$ cat src/hdl/pit_pkg.sv
// Shared types, codes and constants for the paired device ID table.
`timescale 1ns / 1ps

package pit_pkg;

  localparam int unsigned TableDepthDefault = 16;
  localparam logic [4:0]  LimitReset        = 5'd16;

  typedef enum logic [1:0] {
    OP_ADD_UPD = 2'd0,
    OP_UPDATE  = 2'd1,
    OP_FIND    = 2'd2,
    OP_READ    = 2'd3
  } opcode_e;

  typedef enum logic [2:0] {
    ST_OK        = 3'd0,
    ST_FULL      = 3'd1,
    ST_NOT_FOUND = 3'd2,
    ST_RANGE     = 3'd3,
    ST_EMPTY     = 3'd4
  } status_e;

  typedef struct packed {
    logic [15:0] peer_id;
    logic [7:0]  major;
    logic [7:0]  minor;
    logic [15:0] patch;
  } record_t;

  typedef struct packed {
    logic [3:0]  pad;
    logic [3:0]  slot_index;
    logic [15:0] patch_in;
    logic [7:0]  minor_in;
    logic [7:0]  major_in;
    logic [15:0] peer_id;
  } in_data_t;

  typedef struct packed {
    logic [5:0]  pad;
    logic [4:0]  entry_count;
    logic [15:0] patch_out;
    logic [7:0]  minor_out;
    logic [7:0]  major_out;
    logic [15:0] peer_id_out;
    logic [3:0]  slot;
    logic        found;
  } out_data_t;

endpackage

$ cat src/hdl/paired_id_table.sv
// Paired device ID table: record memory with a slot walk per request.
//
//  channel   | dir | handshake            | payload
//  ----------+-----+----------------------+--------------------------------------
//  s_axis    | in  | tvalid / tready      | tuser opcode, tdata id/version/index
//  m_axis    | out | tvalid / tready      | tuser status, tdata found/slot/record
//  cfg       | in  | cfg_we_i             | cfg_wdata_i = entries_in_use
//
// Each item walks limit = min(entries_in_use, TABLE_DEPTH) slots: one record read per
// cycle from the record memory, then a drain step, then the write back and the load
// of the result register, then a return to idle to take the next item; a new item
// is not taken before the last one has loaded its result.
// Reset clears all valid bits at once; records are not cleared.
// The next item is taken while a result waits; a stalled output holds the
// block in its final state until the result register frees up.
`timescale 1ns / 1ps

module paired_id_table #(
  parameter int unsigned TABLE_DEPTH = pit_pkg::TableDepthDefault
) (
  input  logic        clk_i,
  input  logic        rst_ni,
  input  logic        cfg_we_i,
  input  logic [4:0]  cfg_wdata_i,       // entries_in_use
  input  logic        s_axis_tvalid_i,
  output logic        s_axis_tready_o,
  input  logic [1:0]  s_axis_tuser_i,    // opcode
  input  logic [55:0] s_axis_tdata_i,    // peer_id, major_in, minor_in, patch_in, slot_index
  output logic        m_axis_tvalid_o,
  input  logic        m_axis_tready_i,
  output logic [2:0]  m_axis_tuser_o,    // status
  output logic [63:0] m_axis_tdata_o     // found, slot, peer_id_out, major_out,
                                         // minor_out, patch_out, entry_count
);

  localparam int IdxW = (TABLE_DEPTH > 1) ? $clog2(TABLE_DEPTH) : 1;
  localparam int CntW = $clog2(TABLE_DEPTH + 1);
  localparam int LimW = (CntW > 5) ? CntW : 5;
  localparam int SW   = (IdxW > 4) ? IdxW : 4;

  typedef enum logic [2:0] {
    S_IDLE = 3'b001,
    S_SCAN = 3'b010,
    S_DONE = 3'b100
  } state_e;

  state_e              state_q;
  logic [4:0]          limit_cfg_q;
  logic [LimW-1:0]     lim;

  pit_pkg::opcode_e    op_q;
  pit_pkg::record_t    new_rec_q;
  logic [3:0]          idx_q;

  pit_pkg::record_t    mem_q [TABLE_DEPTH];
  pit_pkg::record_t    rdata_q;
  logic [TABLE_DEPTH-1:0] valid_q;

  logic [CntW-1:0]     ptr_q;
  logic [CntW-1:0]     cnt_q;
  logic                p1_act_q;
  logic                p1_vbit_q;
  logic [IdxW-1:0]     p1_slot_q;
  logic                hit_q;
  logic [IdxW-1:0]     match_q;
  logic                empty_found_q;
  logic [IdxW-1:0]     empty_q;
  logic                sel_vbit_q;
  pit_pkg::record_t    rec_q;

  logic                m_tvalid_q;
  logic [63:0]         m_tdata_q;
  pit_pkg::status_e    m_tuser_q;

  logic                in_acc;
  logic                issue;
  logic [IdxW-1:0]     ptr_idx;
  logic                out_free;
  logic                finish;

  pit_pkg::status_e    res_st;
  pit_pkg::out_data_t  res_data;
  pit_pkg::record_t    res_rec;
  logic                wr_en;
  logic [IdxW-1:0]     wr_slot;
  logic [CntW-1:0]     cnt_out;
  logic [SW-1:0]       match_sw;
  logic [SW-1:0]       empty_sw;
  logic [SW-1:0]       p1_slot_sw;
  logic [SW-1:0]       idx_sw;
  logic [LimW-1:0]     cnt_ext;

  pit_pkg::in_data_t   in_data;

  assign in_data    = pit_pkg::in_data_t'(s_axis_tdata_i);
  assign lim        = (LimW'(limit_cfg_q) > LimW'(TABLE_DEPTH)) ? LimW'(TABLE_DEPTH)
                                                               : LimW'(limit_cfg_q);
  assign s_axis_tready_o = (state_q == S_IDLE);
  assign in_acc     = s_axis_tvalid_i && s_axis_tready_o;
  assign ptr_idx    = ptr_q[IdxW-1:0];
  assign issue      = (state_q == S_SCAN) && (LimW'(ptr_q) < lim);
  assign out_free   = !m_tvalid_q || m_axis_tready_i;
  assign finish     = (state_q == S_DONE) && out_free;

  assign match_sw   = SW'(match_q);
  assign empty_sw   = SW'(empty_q);
  assign p1_slot_sw = SW'(p1_slot_q);
  assign idx_sw     = SW'(idx_q);

  always_ff @(posedge clk_i or negedge rst_ni) begin
    if (!rst_ni) begin
      limit_cfg_q <= pit_pkg::LimitReset;
    end else if (cfg_we_i) begin
      limit_cfg_q <= cfg_wdata_i;
    end
  end

  always_ff @(posedge clk_i or negedge rst_ni) begin
    if (!rst_ni) begin
      state_q <= S_IDLE;
    end else begin
      unique case (state_q)
        S_IDLE: begin
          if (in_acc) state_q <= S_SCAN;
        end
        S_SCAN: begin
          if (!issue) state_q <= S_DONE;
        end
        S_DONE: begin
          if (out_free) state_q <= S_IDLE;
        end
        default: state_q <= S_IDLE;
      endcase
    end
  end

  // record memory: one read, one write port
  always_ff @(posedge clk_i) begin
    if (finish && wr_en) begin
      mem_q[wr_slot] <= new_rec_q;
    end
    rdata_q <= mem_q[ptr_idx];
  end

  always_ff @(posedge clk_i or negedge rst_ni) begin
    if (!rst_ni) begin
      valid_q <= '0;
    end else if (finish && wr_en) begin
      valid_q[wr_slot] <= 1'b1;
    end
  end

  always_ff @(posedge clk_i or negedge rst_ni) begin
    if (!rst_ni) begin
      ptr_q         <= '0;
      cnt_q         <= '0;
      p1_act_q      <= 1'b0;
      hit_q         <= 1'b0;
      empty_found_q <= 1'b0;
      sel_vbit_q    <= 1'b0;
    end else if (in_acc) begin
      ptr_q         <= '0;
      cnt_q         <= '0;
      p1_act_q      <= 1'b0;
      hit_q         <= 1'b0;
      empty_found_q <= 1'b0;
      sel_vbit_q    <= 1'b0;
    end else begin
      p1_act_q <= issue;
      if (issue) begin
        ptr_q <= ptr_q + CntW'(1);
        if (valid_q[ptr_idx]) begin
          cnt_q <= cnt_q + CntW'(1);
        end else if (!empty_found_q) begin
          empty_found_q <= 1'b1;
        end
      end
      if (p1_act_q) begin
        if (op_q == pit_pkg::OP_READ) begin
          if (p1_slot_sw == idx_sw) sel_vbit_q <= p1_vbit_q;
        end else if (p1_vbit_q && !hit_q && (rdata_q.peer_id == new_rec_q.peer_id)) begin
          hit_q <= 1'b1;
        end
      end
    end
  end

  // payload of the walk
  always_ff @(posedge clk_i) begin
    if (in_acc) begin
      op_q              <= pit_pkg::opcode_e'(s_axis_tuser_i);
      new_rec_q.peer_id <= in_data.peer_id;
      new_rec_q.major   <= in_data.major_in;
      new_rec_q.minor   <= in_data.minor_in;
      new_rec_q.patch   <= in_data.patch_in;
      idx_q             <= in_data.slot_index;
    end
    if (issue) begin
      p1_slot_q <= ptr_idx;
      p1_vbit_q <= valid_q[ptr_idx];
      if (!valid_q[ptr_idx] && !empty_found_q) empty_q <= ptr_idx;
    end
    if (p1_act_q) begin
      if (op_q == pit_pkg::OP_READ) begin
        if (p1_slot_sw == idx_sw) rec_q <= rdata_q;
      end else if (p1_vbit_q && !hit_q && (rdata_q.peer_id == new_rec_q.peer_id)) begin
        match_q <= p1_slot_q;
        rec_q   <= rdata_q;
      end
    end
  end

  always_comb begin
    res_st   = pit_pkg::ST_OK;
    res_data = '0;
    res_rec  = '0;
    wr_en    = 1'b0;
    wr_slot  = match_q;
    cnt_out  = cnt_q;
    unique case (op_q)
      pit_pkg::OP_ADD_UPD, pit_pkg::OP_UPDATE, pit_pkg::OP_FIND: begin
        if (hit_q) begin
          res_data.found = 1'b1;
          res_data.slot  = match_sw[3:0];
          res_rec        = (op_q == pit_pkg::OP_FIND) ? rec_q : new_rec_q;
          wr_en          = (op_q != pit_pkg::OP_FIND);
        end else if ((op_q == pit_pkg::OP_ADD_UPD) && empty_found_q) begin
          res_data.slot = empty_sw[3:0];
          res_rec       = new_rec_q;
          wr_en         = 1'b1;
          wr_slot       = empty_q;
          cnt_out       = cnt_q + CntW'(1);
        end else if (op_q == pit_pkg::OP_ADD_UPD) begin
          res_st = pit_pkg::ST_FULL;
        end else begin
          res_st = pit_pkg::ST_NOT_FOUND;
        end
      end
      pit_pkg::OP_READ: begin
        if (LimW'(idx_q) >= lim) begin
          res_st = pit_pkg::ST_RANGE;
        end else if (!sel_vbit_q) begin
          res_st        = pit_pkg::ST_EMPTY;
          res_data.slot = idx_q;
        end else begin
          res_data.slot = idx_q;
          res_rec       = rec_q;
        end
      end
      default: res_st = pit_pkg::ST_OK;
    endcase
    cnt_ext              = LimW'(cnt_out);
    res_data.peer_id_out = res_rec.peer_id;
    res_data.major_out   = res_rec.major;
    res_data.minor_out   = res_rec.minor;
    res_data.patch_out   = res_rec.patch;
    res_data.entry_count = cnt_ext[4:0];
  end

  always_ff @(posedge clk_i or negedge rst_ni) begin
    if (!rst_ni) begin
      m_tvalid_q <= 1'b0;
    end else if (finish) begin
      m_tvalid_q <= 1'b1;
    end else if (m_axis_tready_i) begin
      m_tvalid_q <= 1'b0;
    end
  end

  always_ff @(posedge clk_i) begin
    if (finish) begin
      m_tdata_q <= 64'(res_data);
      m_tuser_q <= res_st;
    end
  end

  assign m_axis_tvalid_o = m_tvalid_q;
  assign m_axis_tdata_o  = m_tdata_q;
  assign m_axis_tuser_o  = m_tuser_q;

endmodule

$ cat config.mk
export PLATFORM = sky130hd
export DESIGN_NAME = paired_id_table
export DESIGN_NICKNAME = d
export VERILOG_FILES = /design/src/hdl/pit_pkg.sv /design/src/hdl/paired_id_table.sv
export SDC_FILE = /design/constraint.sdc
export NUM_CORES = 1
export LEC_CHECK = 0
export BUFFER_PORTS_ARGS = -buffer_cell sky130_fd_sc_hd__buf_4
export CAP_MARGIN = 20
export CORE_ASPECT_RATIO = 1.4
export CORE_MARGIN = 2
export CORE_UTILIZATION = 60
export CTS_CLUSTER_SIZE = 30
export DETAILED_ROUTE_END_ITERATION = 16
export PLACE_DENSITY = 0.78
export SLEW_MARGIN = 20
export SYNTH_ARGS = -nofsm -noshare
export SYNTH_HDL_FRONTEND = slang
export SYNTH_SLANG_ARGS = --single-unit
$ cat constraint.sdc
create_clock -name clk_i -period 5.72 [get_ports clk_i]
set_clock_uncertainty 0.05 [all_clocks]
set_input_delay 0 -clock clk_i [delete_from_list [all_inputs] [get_ports clk_i]]
set_output_delay 0 -clock clk_i [all_outputs]
set_load 0.01 [all_outputs]
==> out/results.ini <==
[clock_tree]
cts_tree=done
cts_resized=0
cts_max_level=3
cts_made_buffers=91
postCtsSetupBuffers=0
clock_sinks=1031
cts.clk_slew.worst_paths_ps=70
root_buffer=clkbuf_16
clk_latency_ps=660
cts_buffer_depth=3

[floorplan]
die-area_um2=67200
core_area_um2=64400
rows=110
start_util_pct=60.7
die_w_um=220
die_h_um=306
io_pins=137

[logic_synthesis]
async_reset_ff_share_pct=3.78
synth.distinct_cells=58
yosysSeqAreaShare_pct=77.5
synth_seq_cells=1031
synth_ff_type=edfxtp_1
avgSynthCellArea_um2=22.7
yosys_warnings=0
syn_area_um2=39100
synth_edf_count=944
syn_inst=1724

[detailed_routing]
wl_per_cell_um=31.0
dr_wl_met3_mm=7.80
drtPass1Iterations=5
viasPerCell=6.58
topRoutingLayerUsed=met5
ant_nets=0
routed_wl_mm=90.0
dr_total_vias=19100
drt_iter0_drc=2431
drc=0
wl_met1_mm=33.1
dr_wl_met2_mm=45.8

[global_routing]
grt_pass1_vias=19700
antenna_found_initial=1
grt-ovfl-total=0
grt_pass1_wl_mm=132
grt_use_total_pct=27.6
grt_max_degree=105

[placement]
gp_congestion=0.809
numPortBuffers=126
place_area_um2=41000
dp_hpwl_mm=44.0

[worst_setup_path]
critical_path_arrival_ps=4070
critPathRequiredTime_ps=5950
cp-end-kind=flip-flop
regToRegSetupSlack_ps=1880
cp_max_fo=33
r2r_cells=6
worstSetupPathType=reg -> reg
start_kind=flip-flop

[outcome]
status=finished clean

[sta]
timing.setup.tns_ps=0
worst_pin_slew_ps=1150
fmax_ghz=0.261
finalCriticalPeriod_ps=3840
relSlewSlack_pct=23.2
hold_viol=0
fin_crit_sh_pct=67.1
setup-violations-final=0
slew_viol_final=0
rsz0062_at_grt=no

[finish]
fill_cells=3669
mostFrequentLayoutCell=edfxtp_1
nets=2067
areaGrowthSynthToFinish_pct=15.3
final_cell_mix=edfxtp_1 (944), buf_4 (157), mux4_2 (129), mux4_1 (115), clkbuf_16 (93)
drive_above_1_share_pct=23.5
diodes=0
fin_area_um2=45100

[hold_path]
hold_path_class=in -> reg
whs_path_depth=2

[power_and_ir_drop]
power_leakage_uw=0.0145
p_per_area_nw_per_um2=401
ir_worst_vdd_uv=286

[job]
cap_violations=0

-- per-layer routing --
metal / track usage (%) / vias up
li1: - / 7793
met4: 10.7 / 4
met3: 3.98 / 214
met5: 0 / -
met2: 45.3 / 1205
met1: 38.1 / 9913
-- kinds of logic after synthesis --
family,share of synthesized area [%]
simple gates,2.16
compound gates,2.20
other cells,0.00960
fa+ha+maj,0.320
buf+inv,1.71
flops,77.5
xor+xnor,0.650
mux,15.4
-- through the flow --
stage          total power (uW)  hold slack (ps)  instances  utilization, %  setup WS, ps
2_1_floorplan             11000             -346       1729               -          1710
3_3_place_gp              11600            -52.4       2643            63.6          2120
3_5_place_dp              11700            -35.9       2643            63.6          1930
4_1_cts                   18100           0.0958       2905            69.9          1900
5_1_grt                   18600             16.3       2905            69.9          1720
6_report                  18000             26.3       2905            69.9          1880
-- final timing paths --
check | startpoint | to
max | op_q[0] | mem_q[11][10]
min | s_axis_tdata_i[3] | new_rec_q[35]
max reg2reg | op_q[0] | mem_q[11][10]
min reg2reg | rdata_q[13] | rec_q[13]
max in group asynchronous | rst_ni | limit_cfg_q[1]
min in group asynchronous | rst_ni | limit_cfg_q[4]
-- timing repair --
item | CTS | global route
hold buffers | 93 | 0
setup endpoints to repair | 0 | 0
endpoints found under the hold margin | 105 | 0
-- flip-flops by register name, summed over array words and instances (netlist names), 4 cells and up --
register / flops
cnt_q: 5
empty_q: 4
idx_q: 4
limit_cfg_q: 5
m_axis_tdata_o: 58
match_q: 4
mem_q: 768
new_rec_q: 48
p1_slot_q: 4
ptr_q: 5
rdata_q: 48
rec_q: 48
valid_q: 16
-- power by group --
group	total, uW	switching [uW]	internal, uW
Sequential	9450	564	8890
Combinational	2170	1030	1130
Clock	6430	2760	3670
-- layout make-up --
| class | instances | area (um^2) | share of cell area, % |
|---|---|---|---|
| Sequential cell | 1031 | 30300 | 67.3 |
| Multi-Input combinational cell | 598 | 8280 | 18.4 |
| Clock buffer | 111 | 2440 | 5.43 |
| Timing Repair Buffer | 255 | 2220 | 4.93 |
| Tap cell | 840 | 1050 | 2.33 |
| Clock inverter | 58 | 706 | 1.57 |
| Inverter | 12 | 47.5 | 0.106 |
-- cells in the mapped netlist (all sizes together) (10+ instances only) --
cell type	count	area, um^2
edfxtp	944	28300
mux4	244	5930
nand2	67	251
o21ai	66	334
a22oi	52	390
dfxtp	48	961
buf	47	469
clkbuf	41	155
dfrtp	37	926
nor2	33	134
xnor2	20	175
or2	17	106
inv	11	41.3
ha	10	125
-- critical path: stages, from the launching register on --
cell,delay [ps]
edfxtp_1,520
inv_2,130
a21oi_1,120
nor4_1,760
nand2_1,450
nor2_4,700
buf_4,680
No activity file was read; power rests on OpenSTA's default activity.
